### src/rtl/rcf_pkg.sv
// Shared types and constants for the radio control command framer.
package rcf_pkg;

  localparam int FREQ_W     = 34;
  localparam int BCD_DIGITS = 10;
  localparam int BCD_W      = 4 * BCD_DIGITS;
  localparam int MODE_W     = 2;

  localparam logic [FREQ_W-1:0] FREQ_MAX = 34'd9999999999;

  // Double dabble: four binary bits per cycle over a zero-padded word.
  localparam int DD_BITS  = 4;
  localparam int DD_STEPS = (FREQ_W + DD_BITS - 1) / DD_BITS;
  localparam int DD_W     = DD_STEPS * DD_BITS;
  localparam int DD_CNT_W = $clog2(DD_STEPS);

  localparam logic CMD_TUNE = 1'b0;
  localparam logic CMD_MODE = 1'b1;

  localparam logic [7:0] BYTE_START = 8'hFE;
  localparam logic [7:0] BYTE_CTRL  = 8'hE0;
  localparam logic [7:0] BYTE_END   = 8'hFD;
  localparam logic [7:0] OP_TUNE    = 8'h00;
  localparam logic [7:0] OP_MODE    = 8'h01;

  // Byte positions inside a frame.
  localparam int IDX_W = 4;
  localparam logic [IDX_W-1:0] IDX_START0 = 4'd0;
  localparam logic [IDX_W-1:0] IDX_START1 = 4'd1;
  localparam logic [IDX_W-1:0] IDX_ADDR   = 4'd2;
  localparam logic [IDX_W-1:0] IDX_CTRL   = 4'd3;
  localparam logic [IDX_W-1:0] IDX_OP     = 4'd4;
  localparam logic [IDX_W-1:0] IDX_DATA   = 4'd5;
  localparam logic [IDX_W-1:0] IDX_MODE_END = 4'd6;
  localparam logic [IDX_W-1:0] IDX_TUNE_END = 4'd10;

  typedef struct packed {
    logic              cmd;
    logic [FREQ_W-1:0] freq;
    logic [MODE_W-1:0] mode;
  } job_t;

  typedef struct packed {
    logic              cmd;
    logic [BCD_W-1:0]  bcd;
    logic [MODE_W-1:0] mode;
  } frame_t;

endpackage

### src/rtl/rcf_front.sv
// Request front end: saturates, drops repeats, tracks current frequency and mode.
module rcf_front (
  input  logic                          clk,
  input  logic                          rst,
  input  logic                          in_valid,
  output logic                          in_ready,
  input  logic                          cmd,
  input  logic [rcf_pkg::FREQ_W-1:0]    freq_hz,
  input  logic [rcf_pkg::MODE_W-1:0]    mode,
  input  logic                          q_full,
  output logic                          push,
  output rcf_pkg::job_t                 job
);
  import rcf_pkg::*;

  logic [FREQ_W-1:0] current_freq, current_freq_next;
  logic              freq_known, freq_known_next;
  logic [MODE_W-1:0] current_mode, current_mode_next;
  logic              mode_known, mode_known_next;

  logic [FREQ_W-1:0] freq_sat;
  logic              repeat_req;
  logic              accept;

  assign in_ready = !q_full;
  assign accept   = in_valid && in_ready;
  assign freq_sat = (freq_hz > FREQ_MAX) ? FREQ_MAX : freq_hz;

  always_comb begin
    if (cmd == CMD_TUNE) begin
      repeat_req = freq_known && (freq_sat == current_freq);
    end else begin
      repeat_req = mode_known && (mode == current_mode);
    end
  end

  assign push     = accept && !repeat_req;
  assign job.cmd  = cmd;
  assign job.freq = freq_sat;
  assign job.mode = mode;

  always_comb begin
    current_freq_next = current_freq;
    freq_known_next   = freq_known;
    current_mode_next = current_mode;
    mode_known_next   = mode_known;
    if (push) begin
      if (cmd == CMD_TUNE) begin
        current_freq_next = freq_sat;
        freq_known_next   = 1'b1;
      end else begin
        current_mode_next = mode;
        mode_known_next   = 1'b1;
      end
    end
  end

  always_ff @(posedge clk) begin
    if (rst) begin
      current_freq <= '0;
      freq_known   <= 1'b0;
      current_mode <= '0;
      mode_known   <= 1'b0;
    end else begin
      current_freq <= current_freq_next;
      freq_known   <= freq_known_next;
      current_mode <= current_mode_next;
      mode_known   <= mode_known_next;
    end
  end

  a_tune_known: assert property (@(posedge clk) disable iff (rst)
    (push && cmd == CMD_TUNE) |=> (freq_known && current_freq == $past(freq_sat)))
    else $error("tune request not recorded");

endmodule

### src/rtl/rcf_queue.sv
// Small request queue between the front end and the frame back end.
module rcf_queue #(
  parameter int DEPTH = 2
) (
  input  logic          clk,
  input  logic          rst,
  input  logic          push,
  input  rcf_pkg::job_t push_job,
  output logic          full,
  output logic          not_empty,
  input  logic          pop,
  output rcf_pkg::job_t pop_job
);
  import rcf_pkg::*;

  localparam int AW = (DEPTH > 1) ? $clog2(DEPTH) : 1;
  localparam int CW = $clog2(DEPTH + 1);
  localparam logic [AW-1:0] LAST_PTR = AW'(DEPTH - 1);
  localparam logic [CW-1:0] FULL_CNT = CW'(DEPTH);

  job_t            mem [DEPTH];
  logic [AW-1:0]   wr_ptr, rd_ptr;
  logic [CW-1:0]   count;

  assign full      = (count == FULL_CNT);
  assign not_empty = (count != '0);
  assign pop_job   = mem[rd_ptr];

  always_ff @(posedge clk) begin
    if (push) begin
      mem[wr_ptr] <= push_job;
    end
  end

  always_ff @(posedge clk) begin
    if (rst) begin
      wr_ptr <= '0;
      rd_ptr <= '0;
      count  <= '0;
    end else begin
      if (push) begin
        wr_ptr <= (wr_ptr == LAST_PTR) ? '0 : wr_ptr + 1'b1;
      end
      if (pop) begin
        rd_ptr <= (rd_ptr == LAST_PTR) ? '0 : rd_ptr + 1'b1;
      end
      unique case ({push, pop})
        2'b10:   count <= count + 1'b1;
        2'b01:   count <= count - 1'b1;
        default: count <= count;
      endcase
    end
  end

  a_no_overflow: assert property (@(posedge clk) disable iff (rst)
    push |-> (!full || pop))
    else $error("queue overflow");

endmodule

### src/rtl/rcf_bcd.sv
// Binary to packed BCD converter for tune requests, four bits per cycle, with a result holding register.
module rcf_bcd (
  input  logic            clk,
  input  logic            rst,
  input  logic            job_valid,
  output logic            job_ready,
  input  rcf_pkg::job_t   job,
  output logic            frame_valid,
  input  logic            frame_take,
  output rcf_pkg::frame_t frame
);
  import rcf_pkg::*;

  logic                busy;
  logic                held;
  logic [DD_CNT_W-1:0] cnt;
  logic [DD_W-1:0]     bin;
  logic [BCD_W-1:0]    bcd, bcd_next;
  logic                cur_cmd;
  logic [MODE_W-1:0]   cur_mode;
  logic                load;

  assign job_ready   = !busy && (!held || frame_take);
  assign load        = job_valid && job_ready;
  assign frame_valid = held;
  assign frame.cmd   = cur_cmd;
  assign frame.bcd   = bcd;
  assign frame.mode  = cur_mode;

  // Four add-3-and-shift steps per cycle.
  always_comb begin
    logic [BCD_W-1:0] acc;
    acc = bcd;
    for (int s = 0; s < DD_BITS; s++) begin
      for (int d = 0; d < BCD_DIGITS; d++) begin
        if (acc[4*d +: 4] >= 4'd5) begin
          acc[4*d +: 4] = acc[4*d +: 4] + 4'd3;
        end
      end
      acc = {acc[BCD_W-2:0], bin[DD_W-1-s]};
    end
    bcd_next = acc;
  end

  always_ff @(posedge clk) begin
    if (load) begin
      cur_cmd  <= job.cmd;
      cur_mode <= job.mode;
      bin      <= DD_W'(job.freq);
      bcd      <= '0;
      cnt      <= '0;
    end else if (busy) begin
      bin <= bin << DD_BITS;
      bcd <= bcd_next;
      cnt <= cnt + 1'b1;
    end
  end

  always_ff @(posedge clk) begin
    if (rst) begin
      busy <= 1'b0;
      held <= 1'b0;
    end else if (load) begin
      busy <= (job.cmd == CMD_TUNE);
      held <= (job.cmd == CMD_MODE);
    end else if (busy) begin
      if (cnt == DD_CNT_W'(DD_STEPS - 1)) begin
        busy <= 1'b0;
        held <= 1'b1;
      end
    end else if (frame_take) begin
      held <= 1'b0;
    end
  end

  a_busy_held_excl: assert property (@(posedge clk) disable iff (rst)
    !(busy && held))
    else $error("converter busy while holding a result");

  a_busy_finishes: assert property (@(posedge clk) disable iff (rst)
    busy |=> (busy || held))
    else $error("conversion dropped");

endmodule

### src/rtl/rcf_emit.sv
// Frame byte sequencer with registered output.
module rcf_emit (
  input  logic            clk,
  input  logic            rst,
  input  logic [7:0]      radio_address,
  input  logic            frame_valid,
  output logic            frame_take,
  input  rcf_pkg::frame_t frame,
  output logic            out_valid,
  input  logic            out_ready,
  output logic [7:0]      frame_byte,
  output logic            last_byte
);
  import rcf_pkg::*;

  logic             active;
  logic [IDX_W-1:0] idx;
  frame_t           cur;
  logic             adv;
  logic             is_last;
  logic [7:0]       byte_sel;
  logic [IDX_W-1:0] data_k;

  assign adv     = !out_valid || out_ready;
  assign is_last = (cur.cmd == CMD_TUNE) ? (idx == IDX_TUNE_END) : (idx == IDX_MODE_END);
  assign frame_take = frame_valid && (!active || (adv && is_last));
  assign data_k  = idx - IDX_DATA;

  always_comb begin
    byte_sel = BYTE_END;
    priority if (idx == IDX_START0 || idx == IDX_START1) begin
      byte_sel = BYTE_START;
    end else if (idx == IDX_ADDR) begin
      byte_sel = radio_address;
    end else if (idx == IDX_CTRL) begin
      byte_sel = BYTE_CTRL;
    end else if (idx == IDX_OP) begin
      byte_sel = (cur.cmd == CMD_TUNE) ? OP_TUNE : OP_MODE;
    end else if (is_last) begin
      byte_sel = BYTE_END;
    end else if (cur.cmd == CMD_MODE) begin
      byte_sel = {6'd0, cur.mode};
    end else begin
      // lowest digit pair goes first
      byte_sel = cur.bcd[8*data_k[2:0] +: 8];
    end
  end

  always_ff @(posedge clk) begin
    if (frame_take) begin
      cur <= frame;
    end
    if (adv && active) begin
      frame_byte <= byte_sel;
      last_byte  <= is_last;
    end
  end

  always_ff @(posedge clk) begin
    if (rst) begin
      active    <= 1'b0;
      idx       <= '0;
      out_valid <= 1'b0;
    end else begin
      if (adv) begin
        out_valid <= active;
      end
      if (frame_take) begin
        active <= 1'b1;
        idx    <= '0;
      end else if (adv && active) begin
        idx <= idx + 1'b1;
        if (is_last) begin
          active <= 1'b0;
        end
      end
    end
  end

  a_take_starts: assert property (@(posedge clk) disable iff (rst)
    frame_take |=> (active && idx == IDX_START0))
    else $error("frame not started");

  a_drain: assert property (@(posedge clk) disable iff (rst)
    (out_ready && !active && !frame_take) |=> !out_valid)
    else $error("byte shown with no frame active");

endmodule

### src/rtl/radio_cat_command_framer.sv
// Top level of the radio control command framer.
//
//   channel  dir  handshake            payload
//   in       in   in_valid/in_ready    cmd, freq_hz, mode
//   out      out  out_valid/out_ready  frame_byte, last_byte
//   cfg      in   cfg_wr_en            cfg_wr_data (radio address)
//
// A tune request yields 11 bytes, a mode request 7, one byte per cycle when out_ready
// is high. The BCD converter converts 4 bits a cycle and runs on the next request
// while the current frame is sent, so frames can follow back to back.
// A repeated request is accepted but produces nothing.
// Reset is synchronous; no clearing pass. Output stalls back up through the queue.
module radio_cat_command_framer #(
  parameter int QUEUE_DEPTH = 2
) (
  input  logic                       clk,
  input  logic                       rst,
  input  logic                       in_valid,
  output logic                       in_ready,
  input  logic                       cmd,
  input  logic [rcf_pkg::FREQ_W-1:0] freq_hz,
  input  logic [rcf_pkg::MODE_W-1:0] mode,
  output logic                       out_valid,
  input  logic                       out_ready,
  output logic [7:0]                 frame_byte,
  output logic                       last_byte,
  input  logic                       cfg_wr_en,
  input  logic [7:0]                 cfg_wr_data
);
  import rcf_pkg::*;

  logic [7:0] radio_addr;
  logic       push, q_full, q_not_empty, q_pop;
  job_t       push_job, pop_job;
  logic       frame_valid, frame_take;
  frame_t     frame;
  logic       conv_ready;

  always_ff @(posedge clk) begin
    if (rst) begin
      radio_addr <= '0;
    end else if (cfg_wr_en) begin
      radio_addr <= cfg_wr_data;
    end
  end

  rcf_front u_front (
    .clk      (clk),
    .rst      (rst),
    .in_valid (in_valid),
    .in_ready (in_ready),
    .cmd      (cmd),
    .freq_hz  (freq_hz),
    .mode     (mode),
    .q_full   (q_full),
    .push     (push),
    .job      (push_job)
  );

  rcf_queue #(.DEPTH(QUEUE_DEPTH)) u_queue (
    .clk       (clk),
    .rst       (rst),
    .push      (push),
    .push_job  (push_job),
    .full      (q_full),
    .not_empty (q_not_empty),
    .pop       (q_pop),
    .pop_job   (pop_job)
  );

  assign q_pop = q_not_empty && conv_ready;

  rcf_bcd u_bcd (
    .clk         (clk),
    .rst         (rst),
    .job_valid   (q_not_empty),
    .job_ready   (conv_ready),
    .job         (pop_job),
    .frame_valid (frame_valid),
    .frame_take  (frame_take),
    .frame       (frame)
  );

  rcf_emit u_emit (
    .clk           (clk),
    .rst           (rst),
    .radio_address (radio_addr),
    .frame_valid   (frame_valid),
    .frame_take    (frame_take),
    .frame         (frame),
    .out_valid     (out_valid),
    .out_ready     (out_ready),
    .frame_byte    (frame_byte),
    .last_byte     (last_byte)
  );

endmodule

### config.mk
export PLATFORM = sky130hd
export DESIGN_NAME = radio_cat_command_framer
export DESIGN_NICKNAME = d
export VERILOG_FILES = /design/src/rtl/rcf_pkg.sv /design/src/rtl/rcf_front.sv /design/src/rtl/rcf_queue.sv /design/src/rtl/rcf_bcd.sv /design/src/rtl/rcf_emit.sv /design/src/rtl/radio_cat_command_framer.sv
export SDC_FILE = /design/constraint.sdc
export NUM_CORES = 1
export LEC_CHECK = 0
export BUFFER_PORTS_ARGS = -buffer_cell sky130_fd_sc_hd__buf_4
export CAP_MARGIN = 20
export CELL_PAD_IN_SITES_DETAIL_PLACEMENT = 2
export CELL_PAD_IN_SITES_GLOBAL_PLACEMENT = 2
export CORE_MARGIN = 2
export CORE_UTILIZATION = 37
export DETAILED_ROUTE_END_ITERATION = 10
export PLACE_DENSITY_LB_ADDON = 0.1
export SLEW_MARGIN = 30
export SYNTH_ARGS = -nofsm -noshare
export SYNTH_HDL_FRONTEND = slang
export SYNTH_SLANG_ARGS = --single-unit
### constraint.sdc
create_clock -name clk -period 4.9 [get_ports clk]
set_input_delay 0.245 -clock clk [delete_from_list [all_inputs] [get_ports clk]]
set_output_delay 0.245 -clock clk [all_outputs]
set_load 0.01 [all_outputs]
==> Yosys cells after proc, flatten, opt, wreduce, memory -nomap -nowiden <==
Memories as Yosys holds them, arrays and structs flattened. A register that Yosys moved wholly into a read port is not among the register bits.
Cells that the tools add are included.
{ "classes": {"n_bitwise": 2, "n_reduce_logical": 31, "mux": 68, "shift": 1, "n_eq_ne": 13, "n_addsub": 47, "magnitude_cmp": 41} }
{ "ops": {"columns": ["op", "count"], "rows": [
  ["4-bit by 3-bit greater-or-equal comparator with 1-bit output, second input constant", 40],
  ["4-bit by 2-bit adder with 4-bit output, second input constant", 36],
  ["4-bit 2-to-1 mux", 36],
  ["34-bit 2-to-1 mux", 3],
  ["8-bit 2-to-1 mux", 5],
  ["40-bit by 7-bit indexed part select with 8-bit output", 1],
  ["34-bit equality test", 1],
  ["34-bit greater-than comparator, second input constant", 1],
  ["1-bit 2-to-1 mux", 19],
  ["3-bit by 2-bit adder with 3-bit output, second input constant", 4],
  ["3-bit 2-to-1 mux", 4],
  ["2-bit nonzero test", 5],
  ["1-bit logical AND", 9],
  ["4-bit by 1-bit adder with 4-bit output, second input constant", 2],
  ["4-bit by 2-bit equality test with 1-bit output, second input constant", 2],
  ["4-bit by 3-bit equality test with 1-bit output, second input constant", 2],
  ["4-bit equality test, second input constant", 2],
  ["2-bit AND reduction", 4],
  ["1-bit logical NOT", 6],
  ["2-bit equality test, second input constant", 2],
  ["4-bit by 1-bit equality test with 1-bit output, second input constant", 1],
  ["4-bit logical NOT", 1],
  ["1-bit logical OR", 4],
  ["2-bit one-hot mux with 2 select lines", 1],
  ["10 further kinds", 12]
]} }
{ "word_totals": {"elab_cells": 228, "output_inout_bits": 11, "memories": 1, "register_bits": 193, "inputBits": 50, "ram_bits": 74} }
{ "mem_list": {"columns": ["name", "words", "word_bits", "read_ports", "rd_clocked_by_memory_dff", "wr", "line", "text"], "rows": [
  ["u_queue.mem", 2, 37, 1, 1, 1, "rcf_queue.sv:21", "job_t mem [DEPTH];"]
]} }

==> Longest topological paths before layout <==
{ "logic_depth": {"ltp_word": 10, "mapped_depth": 24, "depth_no_buf": 24} }

==> Cells and area by module <==
Synthesis repeated with hierarchy kept, for this count alone.
{ "hier_totals": {"cells_unflattened": 1744, "hier_area_um2": 16610.9} }
{ "by_module_without_submodules": {"columns": ["mod", "area_per_inst_um2", "seq_area_each_um2", "cells_per_inst", "n_inst"], "rows": [
  ["rcf_bcd", 8192.9, 2072.0, 1063, 1],
  ["rcf_queue", 2874.0, 2322.2, 137, 1],
  ["rcf_front", 2786.4, 760.7, 356, 1],
  ["rcf_emit", 2466.1, 1681.6, 161, 1],
  ["radio_cat_command_framer", 291.5, 160.2, 27, 1]
]} }

==> Worst setup path after synthesis <==
Ideal clock, no wire load.
{ "synth_path": {"kind": "input to register", "from": "in freq_hz[32] in the netlist's numbering", "to": "mem u_queue.mem[0][0] in the netlist's numbering (enable)", "cell_stages": 10, "required_ps": 4423, "n_path_buf": 2, "setup_time_ps": 477, "setup_slack_ps": -68, "t_arrival_ps": 4490, "cell_sequence": "buf_2 -> a211o_1 -> o21ai_2 -> o21ai_2 -> buf_6 -> or4_1 -> o2111ai_1 -> or2_4 -> nor3_1 -> nor3_1"} }
{ "synth_between": {"elab_chain_cells": 9} }
{ "synth_rtl": {"columns": ["element", "line", "text"], "rows": [
  ["start: declaration", "radio_cat_command_framer.sv:21", "input logic [rcf_pkg::FREQ_W-1:0] freq_hz,"],
  ["34-bit greater-than comparator", "rcf_front.sv:27", "assign freq_sat = (freq_hz > FREQ_MAX) ? FREQ_MAX : freq_hz;"],
  ["34-bit 2-to-1 mux *", "rcf_front.sv:27", null],
  ["34-bit equality test *", "rcf_front.sv:31", "repeat_req = freq_known && (freq_sat == current_freq);"],
  ["1-bit logical AND *", "rcf_front.sv:31", null],
  ["1-bit 2-to-1 mux *", "rcf_front.sv:30", "if (cmd == CMD_TUNE) begin"],
  ["1-bit logical NOT *", "rcf_front.sv:37", "assign push = accept && !repeat_req;"],
  ["1-bit logical AND *", "rcf_front.sv:37", null],
  ["1-bit 2-to-1 mux *", "rcf_queue.sv:30", "if (push) begin"],
  ["1-bit 2-to-1 mux (not written as such) *", "rcf_queue.sv:31", "mem[wr_ptr] <= push_job;"],
  ["end: declaration", "rcf_queue.sv:21", null]
]} }
Mark *: on every way between the ends. The rest lies on a longest branch, timed or not.

==> Final worst setup path <==
{ "layout_path": {"from": "reg u_bcd.bcd[0]", "to": "reg u_bcd.bcd[5]"} }
{ "layout_between": {"elab_chain_cells": 8, "elab_cells_between_ends": 18, "classes_between": "add/sub: 6; order compare: 6; mux: 6"} }
{ "layout_rtl": {"columns": ["element", "line", "text"], "rows": [
  ["start: declaration", "rcf_bcd.sv:18", "logic [BCD_W-1:0] bcd, bcd_next;"],
  ["start signal: assignment", "rcf_bcd.sv:54", "bcd <= bcd_next;"],
  ["4-bit by 2-bit adder with 4-bit output / 4-bit by 3-bit greater-or-equal comparator with 1-bit output (equally long branches)", "rcf_bcd.sv:37, rcf_bcd.sv:36", null],
  ["4-bit 2-to-1 mux *", "rcf_bcd.sv:36", "if (acc[4*d +: 4] >= 4'd5) begin"],
  ["4-bit by 2-bit adder with 4-bit output / 4-bit by 3-bit greater-or-equal comparator with 1-bit output (equally long branches)", "rcf_bcd.sv:37, rcf_bcd.sv:36", null],
  ["4-bit 2-to-1 mux", "rcf_bcd.sv:36", null],
  ["4-bit by 2-bit adder with 4-bit output / 4-bit by 3-bit greater-or-equal comparator with 1-bit output (equally long branches)", "rcf_bcd.sv:37, rcf_bcd.sv:36", null],
  ["4-bit 2-to-1 mux", "rcf_bcd.sv:36", null],
  ["4-bit by 2-bit adder with 4-bit output / 4-bit by 3-bit greater-or-equal comparator with 1-bit output (equally long branches)", "rcf_bcd.sv:37, rcf_bcd.sv:36", null],
  ["4-bit 2-to-1 mux *", "rcf_bcd.sv:36", null]
]} }
Marks and branches as above.
A chain may end at the register's enable or synchronous reset.

==> summary.txt <==
Outcome
  • Outcome: complete, no violations

Logic synthesis
  • Synth cell types: 95
  • Post-Syn Area: 16200 µm²
  • Mapped Avg Cell Area: about 10 µm²
  • Share of the synthesized area in the top cell type: 30.1%
  • Post-Syn Instances: about 1600
  • Cell taking the most area after synthesis: edfxtp_1
  • Primary FF master, synth: edfxtp_1
  • Post-Syn Nets: 1772
  • Post-synth top cells: edfxtp_1, nand2_1, o21ai_0
  • Synth area leaders: edfxtp_1, dfxtp_1, ha_1
  • Post-synth ARST share: 0%
  • Number of synthesized flops with an enable pin: 163
  • Seq/Total Area, Yosys: a little over two fifths
  • Flop and latch count out of synthesis: approximately 270
  • Most frequent cell after synthesis: edfxtp_1
  • Syn. warnings: 0

Detailed routing
  • DRC violations left: 0
  • Wirelength per Cell: 21.8 µm
  • Vias: 13500
  • Vias per Instance: 5.59
  • DRT Wirelength: 52.6 mm
  • Post-route ant nets: 0
  • DRT iter0 DRCs: 543
  • DR pass1 iterations: 5

Clock tree
  • Root Driver: clkbuf_16
  • Clk_lat worst skew: 570 ps
  • CTS tree: yes
  • Clock buffer count from CTS: 31
  • CTS sink cnt: 268
  • Clock Path Buffers: 3
  • Htree depth: 1
  • Clock slew at reported path FFs: 60 ps

Worst setup path
  • Crit path DAT: roughly 5300 ps
  • Critical Path RT: 5320 ps
  • Max FO, Critical Path: 4
  • Setup CP Type: reg2reg
  • Critical path launch point type: flip-flop
  • Crit. End Element: flip-flop

Die
  • Starting Density: 37.6%
  • Area of the core: 43200 µm²
  • # IOs: between 60 and 70
  • Chip height: 214 µm
  • Num rows: 76
  • Die X-Extent: between 200 and 250 µm
  • Die Area: 45600 µm²

Layout
  • Non-filler cells, final: 2411
  • Fin nets: between 1500 and 2000
  • Layout cells sized above 1: 23.7%
  • Fillers: roughly 4600
  • # diodes: 0
  • Synthesis-to-finish area growth: 22.1%

STA
  • Actual slew at the worst max-slew pin: 893 ps
  • Period minus WS final: 4860 ps
  • Setup violations, final: 0
  • Number of hold violations in the final report: 0
  • Skew final: ~14 ps
  • Fin crit share: 99.3%
  • Achievable Freq: around 0.21 GHz
  • Relative slew slack: 39.9%
  • Slew Viols, Final: 0

Placement
  • # port buffers: 60
  • Detailed placement HPWL: ~36 mm
  • Routability cong.: 0.805
  • Placed cells: 2303

GRT
  • Initial antenna violation count: 0
  • Grt total ovfl: 0
  • Total Routing Usage GR: 22.4%
  • GR met1 Demand/Resource: 28.7%
  • Met2 global-route usage: approximately two fifths
  • Global-route wire length before repair: between 80 and 90 mm
  • Largest net degree at the start of global routing: 78
  • GRT busiest layer: met2
  • Routing usage on met3: 2.30%
  • Number of global-route vias before repair: 14500

Hold path
  • Hold WC Path Type: in2reg

Job
  • Max-cap violations: 0
==> layout make-up <==
class	count	area, µm²	share of cell area (%)
well taps	585	732	3.69
clock inverters	12	145	0.732
inverters	104	393	1.98
clock buffers	46	862	4.35
multi-input cells	1196	9110	46.0
flip-flops and latches	268	7020	35.4
repair buffers	200	1560	7.88
==> metal layers <==
layer / vias to the layer above / share of wire, %
met5: - / 0
met4: 0 / 2.8
met3: 85 / 1.9
met2: 139 / 51
met1: 6846 / 44
li1: 6414 / -
==> flip-flops by register name (all words and copies together) (netlist names), named ones only <==
name,cells
u_queue.mem,74
u_emit.cur,43
u_bcd.bcd,40
u_bcd.bin,36
u_front.current_freq,34
radio_addr,8
u_emit.frame_byte,8
u_bcd.cnt,4
u_emit.idx,4
u_bcd.cur_mode,2
u_front.current_mode,2
u_queue.count,2
u_bcd.busy,1
u_bcd.cur_cmd,1
u_bcd.frame_valid,1
u_emit.active,1
u_emit.last_byte,1
u_emit.out_valid,1
u_front.freq_known,1
u_front.mode_known,1
u_queue.rd_ptr,1
u_queue.wr_ptr,1
==> cells in the final DEF (no fill, tap or decap), types with 68 or more instances in the layout <==
master,count
nor2_1,83
ha_1,71
dfxtp_1,94
edfxtp_1,163
o21ai_0,97
mux2i_1,68
buf_4,177
inv_1,94
nand2_1,154
==> cell families after synthesis <==
family          count (synthesis)  share of synthesized area (%)
buf+inv                       170                           4.41
fa+ha+maj                      88                           6.78
compound gates                424                           18.5
simple gates                  525                           16.9
flops                         268                           43.1
xor+xnor                       50                           2.70
mux                           109                           7.59
==> through the flow <==
step	worst slack, ps	hold slack, ps	area (µm²)	util [%]	setup TNS (ps)
2_1_floorplan	148	344	16200	-	0
3_3_place_gp	-88.6	401	17800	41.2	-144
3_5_place_dp	-387	415	17800	41.2	-2010
4_1_cts	-25.7	6.69	19200	44.4	-25.7
5_1_grt	-158	45.2	19800	45.9	-790
6_report	36.4	26.5	19800	45.9	0
==> repair_timing <==
item / CTS / global route
resized for setup: 28 / 132
pin swaps: 5 / 33
hold buffers: 21 / 0
hold endpoints to repair: 28 / 0
setup buffers: 3 / 26
setup endpoints to repair: 18 / 35
==> worst max-delay path, cell delays in order, from the launching register on <==
cell and delay, ps:
dfxtp_2 350, inv_1 80, ha_2 220, nor2b_4 140
or3_1 330, and2_2 220, ha_2 200, inv_2 100
nor2_1 90, o31ai_4 260, xnor2_2 190, inv_2 100
ha_2 220, nor2b_4 150, nor2_2 60, o31ai_2 260
and2_4 230, nor2_4 50, xnor2_1 130, buf_4 160
ha_1 200, nand2b_1 180, buf_4 160, o211ai_1 100
nand3b_1 160, buf_4 180, xor2_2 120, o22ai_1 90
==> final timing paths <==
kind / from / to / slack, ps / cells past startpoint
max: u_bcd.bcd[0]$_SDFFE_PP0P_ / u_bcd.bcd[5]$_SDFFE_PP0P_ / 40 / 27
max reg2reg: u_bcd.bcd[0]$_SDFFE_PP0P_ / u_bcd.bcd[5]$_SDFFE_PP0P_ / 40 / 27
min: out_ready / u_emit.out_valid$_SDFFE_PP0N_ / 30 / 4
min reg2reg: u_bcd.cur_mode[0]$_DFFE_PP_ / u_emit.cur[0]$_DFFE_PP_ / 430 / 0
Power is left out: the tool's default activity adds up to more than one toggle a clock period on the data nets, which glitch-free logic cannot reach.
